[config.mk]
export PLATFORM = sky130hd
export DESIGN_NAME = coap_option_stream_encoder
export DESIGN_NICKNAME = d
export VERILOG_FILES = /design/src/coap_enc_pkg.sv /design/src/coap_enc_front.sv /design/src/coap_enc_queue.sv /design/src/coap_enc_back.sv /design/src/coap_option_stream_encoder.sv
export VERILOG_INCLUDE_DIRS = /design/src /design/src/src
export SDC_FILE = /design/constraint.sdc
export NUM_CORES = 1
export LEC_CHECK = 0
export BUFFER_PORTS_ARGS = -buffer_cell sky130_fd_sc_hd__buf_2
export CAP_MARGIN = 20
export CELL_PAD_IN_SITES_DETAIL_PLACEMENT = 0
export CELL_PAD_IN_SITES_GLOBAL_PLACEMENT = 1
export CORE_UTILIZATION = 55
export DETAILED_ROUTE_END_ITERATION = 8
export PLACE_DENSITY = 0.9
export SLEW_MARGIN = 20
export SYNTH_ARGS = -nofsm -noshare
export SYNTH_HDL_FRONTEND = slang
export SYNTH_SLANG_ARGS = --single-unit
[constraint.sdc]
create_clock -name clk -period 17.75 [get_ports clk]
set_clock_uncertainty 0.1 [all_clocks]
set_input_delay 3.55 -clock clk [delete_from_list [all_inputs] [get_ports clk]]
set_output_delay 3.55 -clock clk [all_outputs]
set_load 0.02 [all_outputs]
[src/coap_option_stream_encoder_assert.svh]
// Assertion macros shared by the CoAP option encoder modules.
`ifndef COAP_OPTION_STREAM_ENCODER_ASSERT_SVH
`define COAP_OPTION_STREAM_ENCODER_ASSERT_SVH

// Same-cycle implication, checked outside reset.
`define COAP_ENC_ASSERT_IMP(lbl, ante, cons, msg) \
  lbl: assert property (@(posedge clk) disable iff (!rst_n) (ante) |-> (cons)) \
    else $error(msg);

// Next-cycle implication, checked outside reset.
`define COAP_ENC_ASSERT_NXT(lbl, ante, cons, msg) \
  lbl: assert property (@(posedge clk) disable iff (!rst_n) (ante) |=> (cons)) \
    else $error(msg);

`endif

[src/coap_enc_pkg.sv]
// Types and constants of the CoAP option stream encoder.
`timescale 1ns / 1ps
`default_nettype none
package coap_enc_pkg;

  typedef enum logic [1:0] {
    ACT_BEGIN  = 2'd0,
    ACT_HEADER = 2'd1,
    ACT_VALUE  = 2'd2,
    ACT_UNUSED = 2'd3
  } action_t;

  typedef enum logic [1:0] {
    VT_EMPTY  = 2'd0,
    VT_OPAQUE = 2'd1,
    VT_UINT   = 2'd2,
    VT_STRING = 2'd3
  } vtype_t;

  typedef enum logic [1:0] {
    ERR_NONE    = 2'd0,
    ERR_ORDER   = 2'd1,
    ERR_BYTE    = 2'd2,
    ERR_PENDING = 2'd3
  } err_t;

  localparam int unsigned MAX_BYTES = 7;      // header + 2 delta ext + 4 uint bytes
  localparam logic [3:0]  NIB_EXT1  = 4'd13;  // one extension byte follows
  localparam logic [3:0]  NIB_EXT2  = 4'd14;  // two extension bytes follow
  localparam logic [15:0] EXT1_BASE = 16'd13;
  localparam logic [15:0] EXT2_BASE = 16'd269;
  localparam logic [7:0]  LEN_BASE  = 8'd13;
  localparam logic [7:0]  UINT_LEN  = 8'd4;

  // One queued job: the bytes to send, index of the final byte, error code.
  typedef struct packed {
    logic [MAX_BYTES-1:0][7:0] bytes;
    logic [2:0]                lst;
    err_t                      err;
  } job_t;

  typedef struct packed {
    logic full;
    logic empty;
  } q_stat_t;

endpackage
`default_nettype wire

[src/coap_enc_front.sv]
// Front end: accepts items, tracks option state and builds byte jobs.
`timescale 1ns / 1ps
`default_nettype none
module coap_enc_front (
  input  wire logic                 clk,
  input  wire logic                 rst_n,
  input  wire logic                 in_tvalid,
  output logic                      in_tready,
  input  wire logic [63:0]          in_tdata,
  input  wire logic [3:0]           in_tuser,
  input  wire coap_enc_pkg::q_stat_t q_stat,
  output logic                      push,
  output coap_enc_pkg::job_t        push_job
);

  logic [15:0] prev_r, prev_nxt;
  logic [7:0]  rem_r, rem_nxt;

  logic                  accept;
  coap_enc_pkg::action_t act;
  coap_enc_pkg::vtype_t  vtype;
  logic [15:0]           num;
  logic [7:0]            vlen;
  logic [31:0]           uval;
  logic [7:0]            dbyte;

  assign in_tready = !q_stat.full;
  assign accept    = in_tvalid && in_tready;
  assign act       = coap_enc_pkg::action_t'(in_tuser[1:0]);
  assign vtype     = coap_enc_pkg::vtype_t'(in_tuser[3:2]);
  assign num       = in_tdata[15:0];
  assign vlen      = in_tdata[23:16];
  assign uval      = in_tdata[55:24];
  assign dbyte     = in_tdata[63:56];

  always_comb begin
    logic [15:0] delta;
    logic [15:0] ext1;
    logic [15:0] ext2;
    logic [7:0]  len;
    logic [3:0]  dnib;
    logic [3:0]  lnib;
    logic [2:0]  pos;
    logic        has_res;

    delta    = num - prev_r;
    ext1     = delta - coap_enc_pkg::EXT1_BASE;
    ext2     = delta - coap_enc_pkg::EXT2_BASE;
    push_job = '0;
    prev_nxt = prev_r;
    rem_nxt  = rem_r;
    has_res  = 1'b0;
    pos      = 3'd0;

    unique case (vtype)
      coap_enc_pkg::VT_EMPTY: len = 8'd0;
      coap_enc_pkg::VT_UINT:  len = coap_enc_pkg::UINT_LEN;
      default:                len = vlen;
    endcase

    if (delta < coap_enc_pkg::EXT1_BASE) begin
      dnib = delta[3:0];
    end else if (delta < coap_enc_pkg::EXT2_BASE) begin
      dnib = coap_enc_pkg::NIB_EXT1;
    end else begin
      dnib = coap_enc_pkg::NIB_EXT2;
    end
    lnib = (len < coap_enc_pkg::LEN_BASE) ? len[3:0] : coap_enc_pkg::NIB_EXT1;

    unique case (act)
      coap_enc_pkg::ACT_BEGIN: begin
        prev_nxt = '0;
        rem_nxt  = '0;
      end
      coap_enc_pkg::ACT_VALUE: begin
        has_res = 1'b1;
        if (rem_r == 8'd0) begin
          push_job.err = coap_enc_pkg::ERR_BYTE;
        end else begin
          push_job.bytes[0] = dbyte;
          rem_nxt           = rem_r - 8'd1;
        end
      end
      coap_enc_pkg::ACT_HEADER: begin
        has_res = 1'b1;
        if (rem_r != 8'd0) begin
          push_job.err = coap_enc_pkg::ERR_PENDING;
        end else if (num < prev_r) begin
          push_job.err = coap_enc_pkg::ERR_ORDER;
        end else begin
          push_job.bytes[0] = {dnib, lnib};
          pos               = 3'd1;
          if (dnib == coap_enc_pkg::NIB_EXT1) begin
            push_job.bytes[pos] = ext1[7:0];
            pos                 = pos + 3'd1;
          end else if (dnib == coap_enc_pkg::NIB_EXT2) begin
            push_job.bytes[pos] = ext2[15:8];
            pos                 = pos + 3'd1;
            push_job.bytes[pos] = ext2[7:0];
            pos                 = pos + 3'd1;
          end
          if (lnib == coap_enc_pkg::NIB_EXT1) begin
            push_job.bytes[pos] = len - coap_enc_pkg::LEN_BASE;
            pos                 = pos + 3'd1;
          end
          if (vtype == coap_enc_pkg::VT_UINT) begin
            push_job.bytes[pos] = uval[31:24];
            pos                 = pos + 3'd1;
            push_job.bytes[pos] = uval[23:16];
            pos                 = pos + 3'd1;
            push_job.bytes[pos] = uval[15:8];
            pos                 = pos + 3'd1;
            push_job.bytes[pos] = uval[7:0];
            pos                 = pos + 3'd1;
          end
          push_job.lst = pos - 3'd1;
          prev_nxt     = num;
          rem_nxt      = (vtype == coap_enc_pkg::VT_OPAQUE ||
                          vtype == coap_enc_pkg::VT_STRING) ? len : 8'd0;
        end
      end
      default: begin
        has_res = 1'b0;   // unused action code: dropped
      end
    endcase

    push = accept && has_res;
  end

  always_ff @(posedge clk) begin
    if (!rst_n) begin
      prev_r <= '0;
      rem_r  <= '0;
    end else if (accept) begin
      prev_r <= prev_nxt;
      rem_r  <= rem_nxt;
    end
  end

endmodule
`default_nettype wire

[src/coap_enc_queue.sv]
// Short job queue between the front end and the byte sequencer.
`timescale 1ns / 1ps
`default_nettype none
`include "coap_option_stream_encoder_assert.svh"
module coap_enc_queue #(
  parameter int unsigned DEPTH = 4
) (
  input  wire logic               clk,
  input  wire logic               rst_n,
  input  wire logic               push,
  input  wire coap_enc_pkg::job_t push_job,
  input  wire logic               pop,
  output coap_enc_pkg::job_t      head,
  output coap_enc_pkg::q_stat_t   stat
);

  localparam int unsigned PW = (DEPTH > 1) ? $clog2(DEPTH) : 1;
  localparam int unsigned CW = $clog2(DEPTH + 1);

  coap_enc_pkg::job_t mem_r [DEPTH];
  logic [PW-1:0] wr_ptr_r, wr_ptr_nxt;
  logic [PW-1:0] rd_ptr_r, rd_ptr_nxt;
  logic [CW-1:0] cnt_r, cnt_nxt;

  assign head       = mem_r[rd_ptr_r];
  assign stat.full  = (cnt_r == CW'(DEPTH));
  assign stat.empty = (cnt_r == '0);

  always_comb begin
    wr_ptr_nxt = wr_ptr_r;
    rd_ptr_nxt = rd_ptr_r;
    cnt_nxt    = cnt_r;
    if (push) begin
      wr_ptr_nxt = (wr_ptr_r == PW'(DEPTH - 1)) ? '0 : wr_ptr_r + 1'b1;
    end
    if (pop) begin
      rd_ptr_nxt = (rd_ptr_r == PW'(DEPTH - 1)) ? '0 : rd_ptr_r + 1'b1;
    end
    if (push && !pop) begin
      cnt_nxt = cnt_r + 1'b1;
    end else if (pop && !push) begin
      cnt_nxt = cnt_r - 1'b1;
    end
  end

  always_ff @(posedge clk) begin
    if (!rst_n) begin
      wr_ptr_r <= '0;
      rd_ptr_r <= '0;
      cnt_r    <= '0;
    end else begin
      wr_ptr_r <= wr_ptr_nxt;
      rd_ptr_r <= rd_ptr_nxt;
      cnt_r    <= cnt_nxt;
    end
  end

  always_ff @(posedge clk) begin
    if (push) begin
      mem_r[wr_ptr_r] <= push_job;
    end
  end

  `COAP_ENC_ASSERT_IMP(a_no_push_full, push, !stat.full, "job pushed into full queue")
  `COAP_ENC_ASSERT_NXT(a_cnt_up, push && !pop, cnt_r == $past(cnt_r) + 1'b1, "queue count lost a job")

endmodule
`default_nettype wire

[src/coap_enc_back.sv]
// Byte sequencer: walks the head job one output item per cycle while a job is queued and out_tready is high.
`timescale 1ns / 1ps
`default_nettype none
`include "coap_option_stream_encoder_assert.svh"
module coap_enc_back (
  input  wire logic                  clk,
  input  wire logic                  rst_n,
  input  wire coap_enc_pkg::job_t    head,
  input  wire coap_enc_pkg::q_stat_t q_stat,
  output logic                       pop,
  output logic                       out_tvalid,
  input  wire logic                  out_tready,
  output logic [7:0]                 out_tdata,
  output logic                       out_tlast,
  output logic [1:0]                 out_tuser
);

  logic [2:0] idx_r, idx_nxt;
  logic       fire;

  assign out_tvalid = !q_stat.empty;
  assign out_tdata  = head.bytes[idx_r];
  assign out_tlast  = (idx_r == head.lst);
  assign out_tuser  = head.err;
  assign fire       = out_tvalid && out_tready;
  assign pop        = fire && out_tlast;

  always_comb begin
    idx_nxt = idx_r;
    if (fire) begin
      idx_nxt = out_tlast ? 3'd0 : idx_r + 3'd1;
    end
  end

  always_ff @(posedge clk) begin
    if (!rst_n) begin
      idx_r <= '0;
    end else begin
      idx_r <= idx_nxt;
    end
  end

  `COAP_ENC_ASSERT_IMP(a_idx_range, !q_stat.empty, idx_r <= head.lst, "byte index past job end")
  `COAP_ENC_ASSERT_NXT(a_idx_restart, pop, idx_r == 3'd0, "index not rewound after job")

endmodule
`default_nettype wire

[src/coap_option_stream_encoder.sv]
// CoAP option stream encoder: top level joining front end, job queue and sequencer.
// An accepted item's job is registered in the job queue; its bytes go out once it is the queue head.
// Throughput: one input item per cycle while each job yields one byte and out_tready
//   is high; a header job holds 1 to 7 bytes, sent one output byte per cycle likewise.
// The job queue (QUEUE_DEPTH entries) lets the input side run on during bursts.
// Reset: rst_n synchronous, active low; clears previous number, pending count, queue.
`timescale 1ns / 1ps
`default_nettype none
module coap_option_stream_encoder #(
  parameter int unsigned QUEUE_DEPTH = 4
) (
  input  wire logic        clk,
  input  wire logic        rst_n,
  input  wire logic        in_tvalid,
  output logic             in_tready,
  input  wire logic [63:0] in_tdata,   // opt_num[15:0], value_length[23:16],
                                       // uint_word[55:24], data_byte[63:56]
  input  wire logic [3:0]  in_tuser,   // action[1:0], value_type[3:2]
  output logic             out_tvalid,
  input  wire logic        out_tready,
  output logic [7:0]       out_tdata,  // out_byte[7:0]
  output logic             out_tlast,  // last
  output logic [1:0]       out_tuser   // error[1:0]
);

  // Front end classifies each item; begin items only reset state, unused items are dropped.
  // Every item that yields output becomes one job of up to seven bytes.
  logic                  push;
  logic                  pop;
  coap_enc_pkg::job_t    push_job;
  coap_enc_pkg::job_t    head;
  coap_enc_pkg::q_stat_t q_stat;

  coap_enc_front u_front (
    .clk       (clk),
    .rst_n     (rst_n),
    .in_tvalid (in_tvalid),
    .in_tready (in_tready),
    .in_tdata  (in_tdata),
    .in_tuser  (in_tuser),
    .q_stat    (q_stat),
    .push      (push),
    .push_job  (push_job)
  );

  // Jobs wait here; input ready depends only on queue fill, never on out_tready.
  coap_enc_queue #(
    .DEPTH (QUEUE_DEPTH)
  ) u_queue (
    .clk      (clk),
    .rst_n    (rst_n),
    .push     (push),
    .push_job (push_job),
    .pop      (pop),
    .head     (head),
    .stat     (q_stat)
  );

  // Sequencer sends the head job byte by byte, tlast on its final byte.
  coap_enc_back u_back (
    .clk        (clk),
    .rst_n      (rst_n),
    .head       (head),
    .q_stat     (q_stat),
    .pop        (pop),
    .out_tvalid (out_tvalid),
    .out_tready (out_tready),
    .out_tdata  (out_tdata),
    .out_tlast  (out_tlast),
    .out_tuser  (out_tuser)
  );

endmodule
`default_nettype wire
==> results of run 1 <==
-- synth_stat cells (3+ instances only) --
| master | count |
|---|---|
| edfxtp_1 | 244 |
| dfxtp_1 | 36 |
| ha_1 | 32 |
| a211oi_1 | 9 |
| a211o_1 | 21 |
| nand4_2 | 3 |
| o2bb2ai_1 | 3 |
| nand3_1 | 33 |
| a22oi_1 | 40 |
| mux2_2 | 9 |
| mux4_2 | 69 |
| nor2_1 | 66 |
| o311ai_0 | 4 |
| o22ai_1 | 20 |
| xor2_1 | 14 |
| a21o_1 | 10 |
| a31oi_1 | 6 |
| and3_1 | 8 |
| a22o_1 | 5 |
| nand2_1 | 72 |
| a21oi_1 | 82 |
| a2bb2oi_1 | 3 |
| o21a_1 | 4 |
| o221ai_1 | 12 |
| or3_1 | 14 |
| o21ai_1 | 5 |
| nand4_1 | 7 |
| o21ai_0 | 40 |
| nor3_1 | 33 |
| nor2b_1 | 24 |
| buf_2 | 10 |
| o211ai_1 | 6 |
| nand2b_1 | 8 |
| a221oi_1 | 9 |
| buf_1 | 11 |
| a21boi_0 | 12 |
| mux2i_1 | 16 |
| clkbuf_1 | 55 |
| and2_1 | 16 |
| inv_1 | 55 |
| xnor2_1 | 30 |
-- routing by layer --
| metal | share of wire (%) | vias to the layer above |
|---|---|---|
| met5 | 0 | - |
| met4 | 3.9 | 0 |
| met3 | 6.8 | 97 |
| met2 | 48 | 520 |
| met1 | 41 | 5303 |
| li1 | - | 4853 |
-- cell type report --
type	instances	area, sq um
repair buffers	101	546
flip-flops and latches	280	8050
inverters	56	210
multi-input cells	801	6510
clock inverters	18	206
fillers	2062	10200
well taps	341	427
clock buffers	34	733
-- tightest hold or removal path: stages, from the launching register on --
cell,delay (ps)
dfxtp_1,320
nand2_1,50
a21boi_0,60
-- state kept, by name (all words and copies together), names as in the netlist, named ones only --
register	cells
u_queue.mem_r	244
u_front.prev_r	16
u_front.rem_r	8
u_back.idx_r	3
u_queue.cnt_r	3
u_queue.rd_ptr_r	2
u_queue.wr_ptr_r	2
-- how the worst max path moves through the flow --
stage	slack, ps	cells past startpoint	to	start
floorplan	9480	20	u_queue.mem_r[0][5]	in_tdata[0]
global placement	7790	22	u_queue.mem_r[0][17]	in_tdata[0]
detailed placement	7870	23	u_queue.mem_r[1][17]	in_tdata[0]
CTS	8420	23	u_queue.mem_r[1][17]	in_tdata[0]
global route	7800	23	u_queue.mem_r[1][17]	in_tdata[0]
finish	8280	21	u_queue.mem_r[2][28]	in_tdata[0]
-- stage by stage --
stage | hold slack (ps) | std cells
final | 385 | 1631
after detailed placement | 381 | 1579
after global routing | 413 | 1631
after floorplan | 357 | 1215
after global placement | 372 | 1578
after CTS | 390 | 1631
-- power breakdown --
| group | switching [mW] | internal [mW] |
|---|---|---|
| Combinational | 0.205 | 0.130 |
| Clock | 0.252 | 0.342 |
| Sequential | 0.0156 | 0.745 |
| Total | 0.473 | 1.22 |
-- logic make-up (layout without fill, tap and decap cells) --
kind of cell               after synthesis  after routing  share of synthesized area, %
xor gates and xnor gates                47             47                          2.88
muxes                                   94             94                          12.1
DFF                                    280            280                          53.4
buffers and inverters                  134            209                          3.50
and+or+nand+nor                        300            300                          10.1
AOI/OAI and AO/OA                      326            326                          15.1
adders and majority gates               34             34                          2.92
==> reports/results.ini, run 1 <==
[clock_tree]
clkSlewWorstSetupHoldPaths_ps = 60
cts-resized-gates = 0
cts_sinks = 280
cts_root_buf = clkbuf_16
worstSkewPairLatency_ps = 560
cts_setup_buffers = 0
cts.path.max_buffers = 3
cts_made_buffers = 28
ctsHoldBuffers = 0
cts_tree = built
htreeDepth = 1

[sta]
final-setup-viol-count = 0
relSlewSlack_pct = 27.0
fin_ws_ps = 8280
hold_viol_final = 0
finalSetupTns_ps = 0
period_minus_slack_ps = 9470
rsz0062_at_grt = false
fmax_ghz = 0.106
finalCritPeriodShare_pct = 53.4
slew_viol_final = 0
worst_pin_slew_ps = 1090

[final_layout]
final_area_sq_mm = 0.0167
drive_gt1_share_pct = 19.8
mostFrequentLayoutCell = edfxtp_1
synthToLayoutAreaGrowth_pct = 10.8
final_util_pct = 62.1
nets = 1374
final_cell_mix = edfxtp_1 (244), buf_2 (85), a21oi_1 (82)
insertedDiodeCount = 0

[synthesis]
netlist.area_leader.share_pct = 48.6
avgSynthCellArea_sq_um = 12.4
synth_area_leader_cell = edfxtp_1
synth_edf_count = 244
synthesis.nets = 1321
postSynth.asyncResetShare_pct = 0
synth.distinct_cells = 81
synthFlopType = edfxtp_1
synth_seq_cells = 280
synth_area_sq_mm = 0.0151
synthTopCellsByArea = edfxtp_1 (49%), mux4_2 (10%), dfxtp_1 (4.8%)
syn_inst = 1215
yosys_warnings = 0
seq_area_frac_synth_pct = 53.4

[critical_path]
r2r_setup_slack_ps = 11110
worstPathMaxFanout = 20
crit_arrival_ps = 9660
crit_buf_inv = 5
start_kind = input pin
worstSetupPathType = input pin to flip-flop
crit_path_frequent_cell = inv_1
reg2reg_from = u_front.prev_r[0]
crit_slowest_cell = nor3_2
reg2reg_depth = 19
crit_chain = buf_2, inv_1, ha_1, inv_1, fa_1, a21o_1, a221oi_4, or3_1, a41oi_2, xnor2_1, nand4_1, o21ai_1, nand2_1, ha_1, buf_4, inv_1, nand4_2, and2_1, nor3_2, a21oi_1, a21oi_1
r2r-end = u_queue.mem_r[2][28]
worstPathRequired_ps = 17940
cp_top_family = simple AND/OR/NAND/NOR gates
endpoint_kind = flip-flop
cp_slowest_stage_delay_ps = 680

[hold_path]
min_to = u_front.rem_r[1]
hp-start = u_front.rem_r[1]
min_path_type = flip-flop to flip-flop
hold_depth = 2

[floorplan]
initial_utilization_pct = 56.0
die_h_microns = 167
die_area_sq_mm = 0.0281
row_count = 60
core-area_sq_mm = 0.0269
boundaryPins = 85
die_w_microns = 167

[global_routing]
antenna_found_initial = 0
busiest_layer = met2
grt_use_total_pct = 29.0
grt_max_degree = 62
grt_pass1_wl_microns = 61500
use_met2_pct = 48.4
met1_usage_pct = 38.8
grt_pass1_vias = 10500
grt_overflow_total = 0
use_met3_pct = 3.90

[placed_design]
portBuffers = 84
pre_cts_ws_ps = 7870
dpl_cell_area_sq_mm = 0.0157
place_hpwl_microns = 28100
routabilityCongestion = 0.948

[detailed_routing]
vias_per_cell = 6.61
wl_microns = 40400
detail_route.first_pass.iterations = 6
vias = 10800
drcViolationCount = 0
routedWlPerCell_microns = 24.8
ant_nets = 0
dr.first_iter.drc_count = 1128

[run_status]
outcome = finished clean

[pwr]
powerDensity_mw_per_mm2 = 101
peakVddDrop_v = 0.0000600
power_leakage_nw = 5.70
p_total_mw = 1.69

[run]
drv_cap = 0

(Power assumes the default switching activity.)
==> run 2: changes to the inputs <==
ABC_AREA = 1   (was unset)
CORE_UTILIZATION = 43   (was 55)
PLACE_DENSITY = 0.81   (was 0.9)
clock period = 7.8 ns   (was 17.75 ns; I/O delays follow)
==> run 2 against run 1 <==
Effect of this change:
- utilization shrank 13 points
- final area increased by 4.8%
- non-clock buffer count shrank 2
- critical path depth rose by 5
- global-route usage shrank 3.2 points
- synthesized cell count up 51%
- synthesized area up 4.8%
- via count grew 24%
- worst setup slack got worse by 7200 ps
- highest routed layer unchanged
==> reports/results.ini, run 2 <==
[pwr]
peakVddDrop_v = 0.000152
power_leakage_nw = 7.27
powerDensity_mw_per_mm2 = 242

[placed_design]
dpl_cell_area_sq_mm = 0.0166
portBuffers = 84
pre_cts_ws_ps = 705
routabilityCongestion = 0.955
place_hpwl_microns = 33900

[synthesis]
synth_xor_xnor_area_share_pct = 1.28
synth_area_sq_mm = 0.0158
synth_top_family_by_area = simple AND/OR/NAND/NOR gates
yosys_warnings = 0
synthMuxAreaShare_pct = 0
post_synth_fa_ha_maj_area_fraction_pct = 2.79
synthTopCellsByCount = nand2_1 (362), edfxtp_1 (244), o21ai_0 (209)
synth_seq_cells = 280
seq_area_frac_synth_pct = 51.0
synthesis.nets = 1945
syn_inst = 1839
synth.distinct_cells = 49
synth_area_leader_cell = edfxtp_1
postSynth.asyncResetShare_pct = 0
synth_compound_area_share_pct = 17.4
netlist.area_leader.share_pct = 46.4
synthTopCellsByArea = edfxtp_1 (46%), nand2_1 (8.6%), o21ai_0 (6.6%)
synth_edf_count = 244
synth-simple-area-share_pct = 20.1
synthFlopType = edfxtp_1
avgSynthCellArea_sq_um = 8.58
yosysMostFrequentCell = nand2_1

[clock_tree]
worstSkewPairLatency_ps = 560
cts_tree = built
cts-resized-gates = 0
cts_sinks = 280
cts_root_buf = clkbuf_16
clkSlewWorstSetupHoldPaths_ps = 60
cts.path.max_buffers = 3
cts_made_buffers = 29
htreeDepth = 1
cts_setup_buffers = 0
ctsHoldBuffers = 0

[critical_path]
crit_path_frequent_cell = inv_1
worstPathRequired_ps = 7990
crit_path_start = in_tdata[0]
reg2reg_from = u_front.prev_r[0]
cp_slowest_stage_delay_ps = 600
worstPathMaxFanout = 22
crit_slowest_cell = ha_1
worstSetupPathType = input pin to flip-flop
crit_arrival_ps = 6880
start_kind = input pin
endpoint_kind = flip-flop

[detailed_routing]
vias = 13400
routedWlPerCell_microns = 20.7
wl_microns = 48900
drcViolationCount = 0
dr.first_iter.drc_count = 1353
detail_route.first_pass.iterations = 7
ant_nets = 0
vias_per_cell = 5.66

[global_routing]
antenna_found_initial = 0
grt_max_degree = 75
grt_pass1_vias = 12700
grt_overflow_total = 0
grt_use_total_pct = 25.8
grt_pass1_wl_microns = 74800

[final_layout]
synthToLayoutAreaGrowth_pct = 10.7
final_util_pct = 48.8
mostFrequentLayoutCell = nand2_1
final_area_sq_mm = 0.0175
insertedDiodeCount = 0
largest_register_ffs = 244
top_regs = u_queue.mem_r (244), u_front.prev_r (16), u_front.rem_r (8)
final_cell_mix = nand2_1 (362), edfxtp_1 (244), o21ai_0 (208)
drive_gt1_share_pct = 10.4
nets = 1987
top_register = u_queue.mem_r

[floorplan]
core-area_sq_mm = 0.0358
die_h_microns = 194
initial_utilization_pct = 44.1
die_w_microns = 194
boundaryPins = 85
row_count = 69
die_area_sq_mm = 0.0375

[sta]
hold_slack_ps = 366
worst_pin_slew_ps = 1130
period_minus_slack_ps = 6690
rsz0062_at_grt = false
final-setup-viol-count = 0
fmax_ghz = 0.150
relSlewSlack_pct = 24.9
finalSetupTns_ps = 0
fin_ws_ps = 1110
finalCritPeriodShare_pct = 85.7
hold_viol_final = 0
slew_viol_final = 0

[run_status]
outcome = finished clean

[hold_path]
hp-start = u_front.prev_r[4]
min_path_type = flip-flop to flip-flop

[run]
drv_cap = 0

run 2: worst paths after layout:
check	endpoint	slack [ps]	depth (start not counted)
setup / recovery	u_queue.mem_r[3][23]	1110	26
hold / removal	u_front.prev_r[4]	370	2
setup reg to reg	u_queue.mem_r[3][23]	1940	24
hold reg to reg	u_front.prev_r[4]	370	2
run 2: cells by family (layout without fill, tap and decap cells):
group	after synthesis	after routing
XOR/XNOR	23	23
AO/OA/AOI/OAI	474	474
buffers and inverters	299	363
adder cells (fa/ha/maj)	34	34
AND/OR/NAND/NOR	729	729
flip-flops	280	280
run 2: worst max-delay path, delay by kind of cell:
| family | cells | cell delay, ps |
|---|---|---|
| AOI/OAI and AO/OA | 2 | 670 |
| adders and majority gates | 4 | 1470 |
| buffers and inverters | 7 | 1020 |
| and+or+nand+nor | 13 | 2110 |
run 2: cell type report:
| cell class | instances | area [sq um] |
|---|---|---|
| fill | 3390 | 18400 |
| sequential | 280 | 8050 |
| multi-input combinational | 1260 | 6620 |
| inverter | 211 | 793 |
| clock buffer | 40 | 767 |
| tap | 461 | 577 |
| timing repair buffer | 99 | 533 |
| clock inverter | 13 | 139 |
run 2: routing by layer:
layer  global-route usage (%)  share of wire, %
met4                     8.95               3.3
met2                     41.3                45
met3                     3.97               8.1
met5                        0                 0
met1                     35.6                43
run 2: metrics by stage:
step	power (mW)	std cells
2_1_floorplan	2.55	1839
3_3_place_gp	2.91	2311
3_5_place_dp	2.92	2311
4_1_cts	4.25	2364
5_1_grt	4.44	2364
6_report	4.23	2364
run 2: power by group:
part           switching (mW)  internal [mW]
Clock                   0.546          0.781
Combinational           0.825          0.343
Sequential             0.0267           1.71
==> run 3: changes to the inputs <==
BUFFER_PORTS_ARGS = unset   (was -buffer_cell sky130_fd_sc_hd__buf_2)
CORE_UTILIZATION = 45   (was 43)
DONT_BUFFER_PORTS = 1   (was unset)
==> run 3 against run 2 <==
Effect of this change:
- register-to-register slack better by 370 ps
- largest power group unchanged
- highest routed layer unchanged
- largest cell class unchanged
- critical path depth up 6
- hold slack better by 3.3 ps
- critical endpoint is now u_queue.mem_r[0][12]
- total power up 1.4%
==> reports/results.ini, run 3 (synthesized netlist as in run 2, its figures left out) <==
[global_routing]
use_met2_pct = 44.5
grt_pass1_vias = 12300
use_met3_pct = 6.38
grt_use_total_pct = 27.6
antenna_found_initial = 0
met1_usage_pct = 36.4
busiest_layer = met2
grt_max_degree = 123
grt_overflow_total = 0
grt_pass1_wl_microns = 74500

[detailed_routing]
vias_per_cell = 5.76
vias = 13100
dr.first_iter.drc_count = 1332
detail_route.first_pass.iterations = 5
drcViolationCount = 0
ant_nets = 0
wl_microns = 49500
routedWlPerCell_microns = 21.7

[floorplan]
die_area_sq_mm = 0.0358
initial_utilization_pct = 45.7
die_h_microns = 189
row_count = 68
core-area_sq_mm = 0.0345
boundaryPins = 85
die_w_microns = 189

[pwr]
powerDensity_mw_per_mm2 = 250
power.share.sequential_pct = 40.6
switching_share_pct = 32.9
net-switching-power_mw = 1.41
p_int_mw = 2.88
pwr-share-comb_pct = 25.9
power_leakage_nw = 7.00
peakVddDrop_v = 0.000200
clock_power_share_pct = 33.5

[sta]
rsz0062_at_grt = false
hold_viol_final = 0
finalSetupTns_ps = 0
worst_pin_slew_ps = 1010
fin_ws_ps = 1590
period_minus_slack_ps = 6210
relSlewSlack_pct = 32.8
hold_slack_ps = 369
fmax_ghz = 0.161
finalCritPeriodShare_pct = 79.6
final-setup-viol-count = 0
slew_viol_final = 0

[placed_design]
dp.cells = 2224
pre_cts_ws_ps = 1090
routabilityCongestion = 0.972
place_hpwl_microns = 34700
dpl_cell_area_sq_mm = 0.0162
portBuffers = 0

[clock_tree]
worstSkewPairLatency_ps = 550
cts_root_buf = clkbuf_16
htreeDepth = 1
clkSlewWorstSetupHoldPaths_ps = 60
cts_setup_buffers = 0
cts_sinks = 280
cts_tree = built
cts_made_buffers = 30
cts-resized-gates = 0
ctsHoldBuffers = 0
cts.path.max_buffers = 3

[critical_path]
cp_slowest_stage_delay_ps = 490
start_kind = input pin
crit_path_frequent_cell = nand2_1
worstSetupPathType = input pin to flip-flop
worstPathMaxFanout = 33
worstPathRequired_ps = 7990
crit_slowest_cell = fa_1
endpoint_kind = flip-flop
crit_arrival_ps = 6400

[final_layout]
nets = 1907
multiInputGateArea_sq_mm = 0.00661
synthToLayoutAreaGrowth_pct = 8.78
final_area_sq_mm = 0.0172
top_register = u_queue.mem_r
drive_gt1_share_pct = 6.64
top_regs = u_queue.mem_r (244), u_front.prev_r (16), u_front.rem_r (8)
fillers = 3352
largest_register_ffs = 244
final_cell_mix = nand2_1 (362), edfxtp_1 (244), o21ai_0 (208)
stdcell_count = 2280
mostFrequentLayoutCell = nand2_1
seq_area_sq_mm = 0.00805

[run]
drv_cap = 0

[run_status]
outcome = finished clean

[hold_path]
min_path_type = flip-flop to flip-flop

## run 3: final cells by class
cell class	count	share of cell area [%]
antenna	2	0.0291
clock buffer	36	4.63
clock inverter	18	1.14
inverter	211	4.62
multi-input combinational	1260	38.5
sequential	280	46.9
tap	455	3.32
timing repair buffer	18	0.860
## run 3: routing by layer
layer  wire length (microns)  part of all wire (%)  up-vias
met2                   22900                    46      525
li1                        -                     -     6298
met4                    1520                   3.1        0
met5                       0                     0        -
met3                    4580                   9.3       99
met1                   20500                    41     6212
## run 3: final timing paths
check / slack, ps / depth (start not counted) / from / endpoint
setup / recovery: 1590 / 32 / in_tdata[0] / u_queue.mem_r[0][12]
hold / removal: 370 / 2 / u_front.prev_r[6] / u_front.prev_r[6]
setup reg to reg: 2310 / 31 / u_front.prev_r[0] / u_queue.mem_r[0][12]
hold reg to reg: 370 / 2 / u_front.prev_r[6] / u_front.prev_r[6]
## run 3: worst max-delay path, delay by kind of cell
kind	cells	cell delay [ps]
adder cells (fa/ha/maj)	4	1130
AO/OA/AOI/OAI	1	390
buffers and inverters	7	910
AND/OR/NAND/NOR	20	2390
## run 3: power by group through the flow
| stage | sequential, mW | combinational [mW] | clock, mW |
|---|---|---|---|
| final | 1.74 | 1.11 | 1.44 |
| after global routing | 1.75 | 1.23 | 1.51 |
| after CTS | 1.74 | 1.11 | 1.45 |
| after detailed placement | 1.77 | 1.10 | 0 |
| after global placement | 1.77 | 1.10 | 0 |
| after floorplan | 1.76 | 0.785 | 0 |
## run 3: through the flow
stage          power (mW)  utilization (%)
6_report             4.29             49.7
5_1_grt              4.49             49.7
4_1_cts              4.30             49.7
3_5_place_dp         2.87             46.8
3_3_place_gp         2.87             46.8
2_1_floorplan        2.55                -
